$ cat src/design/pfc_pkg.sv
// shared types, constants and helpers of the polled frame checker
package pfc_pkg;

  localparam int TimeoutW = 16;
  localparam int LimitW   = 4;
  localparam int TallyW   = 5;
  localparam int CfgDataW = 16;
  localparam int CfgIdxW  = 1;

  localparam logic [TimeoutW-1:0] TIMEOUT_RST = 16'd5000;
  localparam logic [LimitW-1:0]   LIMIT_RST   = 4'd3;

  localparam logic [7:0] CHAR_OPEN  = 8'h3C;
  localparam logic [7:0] CHAR_CLOSE = 8'h3E;
  localparam logic [7:0] CHAR_NL    = 8'h0A;

  // configuration register indexes
  localparam logic [CfgIdxW-1:0] REG_TIMEOUT = 1'b0;
  localparam logic [CfgIdxW-1:0] REG_LIMIT   = 1'b1;

  typedef enum logic {
    OP_TICK = 1'b0,
    OP_BYTE = 1'b1
  } opcode_t;

  // what one word means to the retry controller
  typedef struct packed {
    logic tick;
    logic newline;
    logic line_good;
  } item_ctl_t;

  // retry controller result for one word
  typedef struct packed {
    logic              send;
    logic              gave;
    logic [TallyW-1:0] tally;
  } retry_res_t;

  // hex digit decode: bit 4 set when the character is a hex digit
  function automatic logic [4:0] hex_decode(input logic [7:0] c);
    logic [4:0] r;
    r = 5'd0;
    if (c >= "0" && c <= "9") r = {1'b1, 4'(c - "0")};
    else if (c >= "a" && c <= "f") r = {1'b1, 4'(c - "a" + 8'd10)};
    else if (c >= "A" && c <= "F") r = {1'b1, 4'(c - "A" + 8'd10)};
    return r;
  endfunction

endpackage

$ cat src/design/pfc_line_check.sv
// line framing and xor check byte tracker
module pfc_line_check
  import pfc_pkg::*;
(
  input  logic       clk,
  input  logic       rst_n,
  input  logic       step,
  input  logic       is_byte,
  input  logic [7:0] rx_byte,
  output logic       newline,
  output logic       line_good
);

  logic       seen_open_r, seen_open_nxt;
  logic       seen_close_r, seen_close_nxt;
  logic       frame_bad_r, frame_bad_nxt;
  logic       hex_done_r, hex_done_nxt;
  logic       body_r, body_nxt;
  logic [7:0] xor_acc_r, xor_acc_nxt;
  logic [7:0] hex_acc_r, hex_acc_nxt;
  logic [4:0] hex_d;

  assign newline   = is_byte && (rx_byte == CHAR_NL);
  assign line_good = seen_open_r && seen_close_r && !frame_bad_r && body_r &&
                     (hex_acc_r == xor_acc_r);
  assign hex_d     = hex_decode(rx_byte);

  // per-byte parse update
  always_comb begin
    seen_open_nxt  = seen_open_r;
    seen_close_nxt = seen_close_r;
    frame_bad_nxt  = frame_bad_r;
    hex_done_nxt   = hex_done_r;
    body_nxt       = body_r;
    xor_acc_nxt    = xor_acc_r;
    hex_acc_nxt    = hex_acc_r;
    if (step && is_byte) begin
      if (newline) begin
        seen_open_nxt  = 1'b0;
        seen_close_nxt = 1'b0;
        frame_bad_nxt  = 1'b0;
        hex_done_nxt   = 1'b0;
        body_nxt       = 1'b0;
        xor_acc_nxt    = 8'd0;
        hex_acc_nxt    = 8'd0;
      end else if (!seen_open_r) begin
        if (rx_byte == CHAR_OPEN) begin
          seen_open_nxt = 1'b1;
          xor_acc_nxt   = rx_byte;
        end else if (rx_byte == CHAR_CLOSE) begin
          frame_bad_nxt = 1'b1;
        end
      end else if (!seen_close_r) begin
        xor_acc_nxt = xor_acc_r ^ rx_byte;
        if (rx_byte == CHAR_CLOSE) seen_close_nxt = 1'b1;
        else body_nxt = 1'b1;
      end else if (!hex_done_r) begin
        if (!hex_d[4]) hex_done_nxt = 1'b1;
        else hex_acc_nxt = {hex_acc_r[3:0], hex_d[3:0]};
      end
    end
  end

  // parse state registers
  always_ff @(posedge clk) begin
    if (!rst_n) begin
      seen_open_r  <= 1'b0;
      seen_close_r <= 1'b0;
      frame_bad_r  <= 1'b0;
      hex_done_r   <= 1'b0;
      body_r       <= 1'b0;
      xor_acc_r    <= 8'd0;
      hex_acc_r    <= 8'd0;
    end else begin
      seen_open_r  <= seen_open_nxt;
      seen_close_r <= seen_close_nxt;
      frame_bad_r  <= frame_bad_nxt;
      hex_done_r   <= hex_done_nxt;
      body_r       <= body_nxt;
      xor_acc_r    <= xor_acc_nxt;
      hex_acc_r    <= hex_acc_nxt;
    end
  end

endmodule

$ cat src/design/pfc_retry_ctrl.sv
// request timeout, retry tally and configuration registers
module pfc_retry_ctrl
  import pfc_pkg::*;
(
  input  logic                clk,
  input  logic                rst_n,
  input  logic                cfg_we,
  input  logic [CfgIdxW-1:0]  cfg_index,
  input  logic [CfgDataW-1:0] cfg_wdata,
  input  logic                step,
  input  item_ctl_t           item,
  output retry_res_t          res
);

  logic [TimeoutW-1:0] timeout_r;
  logic [LimitW-1:0]   limit_r;
  logic                awaiting_r, awaiting_nxt;
  logic [TimeoutW-1:0] elapsed_r, elapsed_nxt;
  logic [TallyW-1:0]   tally_r, tally_nxt;
  logic [TimeoutW-1:0] elapsed_inc;
  logic [TallyW-1:0]   tally_inc;
  logic                send, gave;

  assign elapsed_inc = (elapsed_r == '1) ? elapsed_r : elapsed_r + 1'b1;
  assign tally_inc   = tally_r + 1'b1;

  // configuration writes
  always_ff @(posedge clk) begin
    if (!rst_n) begin
      timeout_r <= TIMEOUT_RST;
      limit_r   <= LIMIT_RST;
    end else if (cfg_we) begin
      case (cfg_index)
        REG_TIMEOUT: timeout_r <= cfg_wdata[TimeoutW-1:0];
        REG_LIMIT:   limit_r   <= cfg_wdata[LimitW-1:0];
        default:     ;
      endcase
    end
  end

  // timeout and retry decisions
  always_comb begin
    awaiting_nxt = awaiting_r;
    elapsed_nxt  = elapsed_r;
    tally_nxt    = tally_r;
    send         = 1'b0;
    gave         = 1'b0;
    if (item.tick) begin
      if (awaiting_r) begin
        elapsed_nxt = elapsed_inc;
        if (elapsed_inc >= timeout_r) begin
          if (tally_inc <= {1'b0, limit_r}) begin
            tally_nxt   = tally_inc;
            send        = 1'b1;
            elapsed_nxt = '0;
          end else begin
            tally_nxt    = '0;
            awaiting_nxt = 1'b0;
            gave         = 1'b1;
          end
        end
      end else begin
        send         = 1'b1;
        awaiting_nxt = 1'b1;
        elapsed_nxt  = '0;
      end
    end else if (item.newline) begin
      if (item.line_good) begin
        tally_nxt    = '0;
        awaiting_nxt = 1'b0;
      end else begin
        send         = 1'b1;
        awaiting_nxt = 1'b1;
        elapsed_nxt  = '0;
      end
    end
  end

  assign res.send  = send;
  assign res.gave  = gave;
  assign res.tally = tally_nxt;

  // wait state registers, advance once per word
  always_ff @(posedge clk) begin
    if (!rst_n) begin
      awaiting_r <= 1'b0;
      elapsed_r  <= '0;
      tally_r    <= '0;
    end else if (step) begin
      awaiting_r <= awaiting_nxt;
      elapsed_r  <= elapsed_nxt;
      tally_r    <= tally_nxt;
    end
  end

endmodule

$ cat src/design/polled_frame_checker_with_retry_top.sv
// Polled frame checker with timeout and retry: top level.
// Input channel (in_valid/in_ready): each word is a one-millisecond tick
// (in_opcode = 0) or a received character (in_opcode = 1, in_rx_byte).
// Result channel (out_valid/out_ready): exactly one result word per input
// word, in order: send request, line done, line ok, gave up, retry count.
// Configuration: cfg_we writes cfg_wdata into register cfg_index
// (0 = timeout in ticks, 1 = retry limit); write only while no word is
// in flight.
// Flow: an accepted word sits in the input register; its result is then
// registered in the result word register and shows on the result port;
// one word per cycle is sustained while the receiver takes each result.
// Reset (rst_n low, synchronous) empties both registers, drops out_valid,
// clears all line and retry state and loads timeout 5000, retry limit 3.
// A stalled receiver holds the result word stable; the input register
// still takes one more word, after which in_ready drops until the result
// is taken.
module polled_frame_checker_with_retry_top
  import pfc_pkg::*;
(
  input  logic                clk,
  input  logic                rst_n,
  input  logic                in_valid,
  output logic                in_ready,
  input  logic                in_opcode,
  input  logic [7:0]          in_rx_byte,
  output logic                out_valid,
  input  logic                out_ready,
  output logic                out_send_request,
  output logic                out_line_done,
  output logic                out_line_ok,
  output logic                out_gave_up,
  output logic [TallyW-1:0]   out_retries_used,
  input  logic                cfg_we,
  input  logic [CfgIdxW-1:0]  cfg_index,
  input  logic [CfgDataW-1:0] cfg_wdata
);

  logic        s1_valid_r;
  opcode_t     s1_opcode_r;
  logic [7:0]  s1_byte_r;
  logic        step;
  logic        is_byte;
  logic        newline, line_good;
  item_ctl_t   item;
  retry_res_t  res;
  logic        out_valid_r;
  logic        send_r, done_r, ok_r, gave_r;
  logic [TallyW-1:0] tally_r;

  assign step     = s1_valid_r && (!out_valid_r || out_ready);
  assign in_ready = !s1_valid_r || step;
  assign is_byte  = (s1_opcode_r == OP_BYTE);

  // input word register
  always_ff @(posedge clk) begin
    if (!rst_n) begin
      s1_valid_r <= 1'b0;
    end else if (in_ready) begin
      s1_valid_r <= in_valid;
    end
  end

  always_ff @(posedge clk) begin
    if (in_valid && in_ready) begin
      s1_opcode_r <= opcode_t'(in_opcode);
      s1_byte_r   <= in_rx_byte;
    end
  end

  pfc_line_check u_line (
    .clk       (clk),
    .rst_n     (rst_n),
    .step      (step),
    .is_byte   (is_byte),
    .rx_byte   (s1_byte_r),
    .newline   (newline),
    .line_good (line_good)
  );

  assign item.tick      = !is_byte;
  assign item.newline   = newline;
  assign item.line_good = line_good;

  pfc_retry_ctrl u_retry (
    .clk       (clk),
    .rst_n     (rst_n),
    .cfg_we    (cfg_we),
    .cfg_index (cfg_index),
    .cfg_wdata (cfg_wdata),
    .step      (step),
    .item      (item),
    .res       (res)
  );

  // result word register
  always_ff @(posedge clk) begin
    if (!rst_n) begin
      out_valid_r <= 1'b0;
    end else if (step) begin
      out_valid_r <= 1'b1;
    end else if (out_ready) begin
      out_valid_r <= 1'b0;
    end
  end

  always_ff @(posedge clk) begin
    if (step) begin
      send_r  <= res.send;
      done_r  <= newline;
      ok_r    <= newline && line_good;
      gave_r  <= res.gave;
      tally_r <= res.tally;
    end
  end

  assign out_valid        = out_valid_r;
  assign out_send_request = send_r;
  assign out_line_done    = done_r;
  assign out_line_ok      = ok_r;
  assign out_gave_up      = gave_r;
  assign out_retries_used = tally_r;

endmodule

$ cat config.mk
export PLATFORM = sky130hd
export DESIGN_NAME = polled_frame_checker_with_retry_top
export DESIGN_NICKNAME = d
export VERILOG_FILES = /design/src/design/pfc_pkg.sv /design/src/design/pfc_line_check.sv /design/src/design/pfc_retry_ctrl.sv /design/src/design/polled_frame_checker_with_retry_top.sv
export SDC_FILE = /design/constraint.sdc
export NUM_CORES = 1
export LEC_CHECK = 0
export ABC_CLOCK_PERIOD_IN_PS = 7700
export BUFFER_PORTS_ARGS = -buffer_cell sky130_fd_sc_hd__buf_2
export CAP_MARGIN = 20
export CORE_ASPECT_RATIO = 0.7
export CORE_MARGIN = 2
export CORE_UTILIZATION = 35
export DETAILED_ROUTE_END_ITERATION = 8
export SLEW_MARGIN = 20
export SYNTH_ARGS = -nofsm -noshare
export SYNTH_HDL_FRONTEND = slang
export SYNTH_SLANG_ARGS = --single-unit
export TNS_END_PERCENT = 5
$ cat constraint.sdc
create_clock -name clk -period 7.7 [get_ports clk]
set_input_delay 0.77 -clock clk [delete_from_list [all_inputs] [get_ports clk]]
set_output_delay 0.77 -clock clk [all_outputs]
set_load 0.02 [all_outputs]
==> results of run 1 <==
-- worst max-delay path, stage by stage, from the launching register on --
cell      delay (ps)
dfxtp_1          450
ha_1             300
nand3_1          200
nor3_2           370
nand2b_1         250
xnor2_1          210
ha_1             240
nand2b_1         140
a2111o_1         400
a311o_1          390
o211ai_4         450
and3_1           400
a32o_1           200
-- area by class of cell --
type,count,share of cell area [%]
Sequential cell,83,34.3
Inverter,31,2.17
Timing Repair Buffer,43,4.10
Clock inverter,7,1.98
Clock buffer,9,4.19
Tap cell,166,3.87
Multi-Input combinational cell,403,49.4
-- power breakdown --
group / switching [mW] / leakage [nW] / total [mW] / internal (mW)
sequential: 0.0103 / 0.700 / 0.466 / 0.456
clock: 0.173 / 0.162 / 0.486 / 0.313
combinational: 0.0407 / 1.23 / 0.0647 / 0.0241
total: 0.224 / 2.09 / 1.02 / 0.793
-- Yosys cell counts, types with 3 or more instances --
cell	n
o21a_1	6
a32oi_1	4
a31oi_1	8
inv_1	30
clkbuf_1	17
nand2b_1	8
and2_1	6
nor2b_1	15
nand3_1	24
nor3_1	8
a21oi_1	37
o21ai_0	17
edfxtp_1	18
a21o_1	3
mux2i_1	10
xnor2_1	10
a41oi_1	6
nand4_1	14
and3_1	8
o211ai_1	8
dfxtp_1	65
nor2_1	36
a211oi_1	9
a22o_1	14
nand4b_1	6
ha_1	27
nand2_1	66
xor2_1	11
-- kinds of logic (layout without fill, tap and decap cells) --
logic type      Yosys count  in the layout  share of synthesized area (%)
compound gates          136            136                           20.3
mux                      12             12                           2.60
xor+xnor                 21             21                           3.90
buf+inv                  54             90                           4.67
simple gates            207            207                           22.4
fa+ha+maj                27             27                           7.16
flops                    83             83                           39.0
-- worst paths after layout --
check	startpoint	end	slack, ps	cells after the start
min reg2reg	u_retry.timeout_r[10]	u_retry.timeout_r[10]	450	2
min	u_retry.timeout_r[10]	u_retry.timeout_r[10]	450	2
max	u_retry.elapsed_r[0]	u_retry.elapsed_r[1]	3640	12
max reg2reg	u_retry.elapsed_r[0]	u_retry.elapsed_r[1]	3640	12
-- flip-flops by register name, summed over array words and instances (netlist names) --
| register | count |
|---|---|
| u_retry.awaiting_r | 1 |
| u_line.hex_done_r | 1 |
| u_retry.elapsed_r | 16 |
| u_line.xor_acc_r | 8 |
| is_byte | 1 |
| s1_byte_r | 8 |
| out_gave_up | 1 |
| u_retry.timeout_r | 16 |
| out_line_ok | 1 |
| u_line.frame_bad_r | 1 |
| u_line.seen_close_r | 1 |
| s1_valid_r | 1 |
| u_line.hex_acc_r | 8 |
| out_line_done | 1 |
| u_line.seen_open_r | 1 |
| u_retry.limit_r | 4 |
| out_valid | 1 |
| u_retry.tally_r | 5 |
| u_line.body_r | 1 |
| out_send_request | 1 |
| out_retries_used | 5 |
-- metal layers --
metal  global-route usage, %  wire length, um  up-vias
met1                    26.3             6440     1910
met2                    23.0             4500      127
met5                       0                0        -
met4                    4.65              127        0
li1                        -                -     2035
met3                    4.26              694       10
-- through the flow --
step,util [%],instances,setup WS (ps),cell area (um2),total power [mW]
floorplan,-,540,4300,4720,0.514
global placement,38.4,726,3840,5040,0.538
detailed placement,38.4,726,3730,5040,0.540
CTS,40.9,742,3700,5370,1.03
global route,40.9,742,3350,5370,1.05
finish,40.9,742,3640,5370,1.02
==> impl_metrics.ini, run 1 <==
[yosys]
yosysSeqAreaShare_pct = 39.0
synth.distinct_cells = 65
netlist_instances = 540
ys_ff_latch = 83
syn_avg_cell_area_um2 = 8.74
ys.warnings.count = 0
synth_top_area_cell = dfxtp_1
synth_flop_cell = dfxtp_1
synth.cell_area_um2 = 4720
ys_async_sr_fraction_pct = 0
synth_nets = 598
synthTopCellsByArea = dfxtp_1 (28%), edfxtp_1 (11%), ha_1 (7.2%)
synth_edf_count = 18
yosysTopAreaCellShare_pct = 27.6

[layout]
multiInputGateArea_um2 = 2660
final_common_cell = nand2_1
diodes = 0
syn_to_final_growth_pct = 13.9
n_fill_cell = 1301
nets = 629
drive_gt1_share_pct = 12.8
final_cell_mix = nand2_1 (66), dfxtp_1 (65), buf_2 (41), a21oi_1 (37), nor2_1 (36)
ff_latch_area_um2 = 1840

[grt]
globalRoute.totalOverflow = 0
grt_pass1_vias = 3784
grt_pass1_wl_um = 19400
antenna_found_initial = 0
grt_max_degree = 26
track_usage_pct = 16.9

[placed_design]
numPortBuffers = 41
dp_hpwl_um = 8730
gp_congestion = 0.931

[clocking]
cts_resized = 0
htree_num_levels = 3
cts.clk_slew.worst_paths_ps = 60
clockRootBuffer = clkbuf_16
cts.sink_count = 83
cts_tree = built
post-cts-setup-buffers = 0
hold_buffers = 0
cts_buffers = 9
clockBufferDepth = 2
clock_latency_ps = 340

[timing]
period_share_pct = 52.8
hold_slack_ps = 454
finalHoldViolations = 0
tns_ps = 0
setup_viol = 0
fmax_ghz = 0.246
fin_crit_ps = 4060
relSlewSlack_pct = 45.7
tightest_slew_ps = 807
drv_slew = 0
fin_skew_ps = 6.98
rsz0062_at_grt = no

[power_and_ir_drop]
p_per_area_nw_per_um2 = 189
leakage_nw = 2.09
peakVddDrop_v = 0.000121

[floorplanning]
die_width_um = 143
die_height_um = 101
start_util_pct = 35.9
num_rows = 35
die_area_um2 = 14400
core_um2 = 13100
ios = 42

[detailed_routing]
vias_per_cell = 5.50
drc_errors = 0
antenna_left = 0
wl_um = 11800
route.vias.total = 4082
drt_first_pass_iters = 5
wl_per_cell_um = 15.9
first_iter_violations = 281

[min_path]
min_path_type = reg2reg

[flow_run]
max_cap_viol_count = 0

[worst_setup_path]
critical_path_class = reg2reg
cp-start-kind = register
cp.required_ps = 7990
crit_path_end_kind = register
arrival_ps = 4350
path_max_fanout = 16

[status]
status = finished, final reports clean
No activity file was read; power rests on OpenSTA's default activity.
==> inputs of run 2 (changes only) <==
--- a/config.mk
+++ b/config.mk
@@ -5,7 +5,7 @@
 export SDC_FILE = /design/constraint.sdc
 export NUM_CORES = 1
 export LEC_CHECK = 0
-export ABC_CLOCK_PERIOD_IN_PS = 7700
+export ABC_CLOCK_PERIOD_IN_PS = 4200
 export BUFFER_PORTS_ARGS = -buffer_cell sky130_fd_sc_hd__buf_2
 export CAP_MARGIN = 20
 export CORE_ASPECT_RATIO = 0.7
==> constraint.sdc (replaced) <==
create_clock -name clk -period 4.2 [get_ports clk]
set_input_delay 0.42 -clock clk [delete_from_list [all_inputs] [get_ports clk]]
set_output_delay 0.42 -clock clk [all_outputs]
set_load 0.02 [all_outputs]
==> impl_metrics.ini, run 2 (synthesized netlist as in run 1, its figures left out) <==
[status]
status = finished, final reports clean

[worst_setup_path]
slowest_delay_ps = 440
cp-start-kind = register
crit_family = compound AO/OA/AOI/OAI gates
crit_path_end_kind = register
cp.required_ps = 4480
critical_path_class = reg2reg
cp.buffers_inverters = 0
r2r_slack_ps = 260
arrival_ps = 4220
critPathLaunch = u_retry.elapsed_r[0]
path_max_fanout = 16
slowest_stage = o211ai_4
path_cells = ha_1 -> nand3_1 -> nor3_2 -> nand2b_1 -> xnor2_1 -> ha_1 -> nand2b_1 -> a2111o_1 -> a311o_1 -> o211ai_4 -> and3_1 -> a32o_1
worstReg2RegStart = u_retry.elapsed_r[0]

[power_and_ir_drop]
peakVddDrop_v = 0.000211
leakage_nw = 2.09
p_per_area_nw_per_um2 = 328

[clocking]
cts.sink_count = 83
htree_num_levels = 3
cts_buffers = 9
hold_buffers = 0
cts_tree = built
clockBufferDepth = 2
cts_resized = 0
clock_latency_ps = 340
cts.clk_slew.worst_paths_ps = 70
post-cts-setup-buffers = 0
clockRootBuffer = clkbuf_16

[detailed_routing]
route.vias.total = 4014
vias_per_cell = 5.38
drc_errors = 0
drt_first_pass_iters = 5
antenna_left = 0
wl_um = 11600
wl_per_cell_um = 15.5
first_iter_violations = 289

[timing]
relSlewSlack_pct = 45.5
fin_skew_ps = 7.72
fmax_ghz = 0.254
setup_viol = 0
drv_slew = 0
tightest_slew_ps = 810
rsz0062_at_grt = no
tns_ps = 0
finalHoldViolations = 0
fin_crit_ps = 3940
period_share_pct = 93.8

[grt]
grt_pass1_wl_um = 19200
globalRoute.totalOverflow = 0
grt_max_degree = 26
grt_pass1_vias = 3704
antenna_found_initial = 0
track_usage_pct = 16.7

[floorplanning]
die_width_um = 143
die_area_um2 = 14400
start_util_pct = 35.9
die_height_um = 101
num_rows = 35
ios = 42
core_um2 = 13100

[min_path]
min_path_type = in2reg
hold_path.startpoint = in_rx_byte[5]

[layout]
drive_gt1_share_pct = 13.8
final_cell_mix = nand2_1 (66), dfxtp_1 (65), buf_2 (41), a21oi_1 (37), nor2_1 (36)
final_common_cell = nand2_1
top_regs = u_retry.elapsed_r (16), u_retry.timeout_r (16)
syn_to_final_growth_pct = 13.7
diodes = 0
multiInputGateArea_um2 = 2660
nets = 633
ff_latch_area_um2 = 1840
n_fill_cell = 1328
postLayoutCoreUtil_pct = 40.8

[placed_design]
numPortBuffers = 41
gp_congestion = 0.904
dp_hpwl_um = 8720

[flow_run]
max_cap_viol_count = 0
run 2: through the flow:
stage | instance area (um2) | worst slack, ps | power [mW] | cells | hold WS, ps
after floorplan | 4720 | 797 | 0.943 | 540 | 428
after global placement | 5070 | 360 | 0.986 | 730 | 446
after detailed placement | 5070 | 311 | 0.990 | 730 | 448
after CTS | 5360 | 272 | 1.78 | 746 | 244
after global routing | 5360 | 11.9 | 1.83 | 746 | 243
final | 5360 | 260 | 1.76 | 746 | 257
run 2: worst reg2reg max path, delay by kind of cell, from the launching register on:
kind	cells	cell delay (ps)
AOI/OAI and AO/OA	4	1440
and+or+nand+nor	5	1170
adders and majority gates	2	570
DFF	1	430
xor gates and xnor gates	1	260
run 2: worst paths after layout:
check        cells past startpoint               endpoint
min reg2reg                      2  u_retry.timeout_r[11]
max                             12   u_retry.elapsed_r[1]
min                              1           s1_byte_r[5]
max reg2reg                     12   u_retry.elapsed_r[1]
run 2: per-layer routing:
| layer | track usage (%) | share of wire, % |
|---|---|---|
| met4 | 4.27 | 1.1 |
| met1 | 26.6 | 55 |
| met3 | 4.16 | 6.3 |
| met2 | 22.0 | 37 |
| met5 | 0 | 0 |
run 2: report_power, final:
group	switching [mW]	internal, mW	leakage (nW)
Sequential	0.0188	0.836	0.700
Clock	0.326	0.458	0.139
Combinational	0.0745	0.0442	1.25
run 2: final cells by class:
type                            instances  share of cell area, %
Multi-Input combinational cell        403                   49.5
Sequential cell                        83                   34.3
Timing Repair Buffer                   47                   4.67
Clock buffer                            9                   4.20
Tap cell                              166                   3.87
Inverter                               31                   2.17
Clock inverter                          7                   1.26
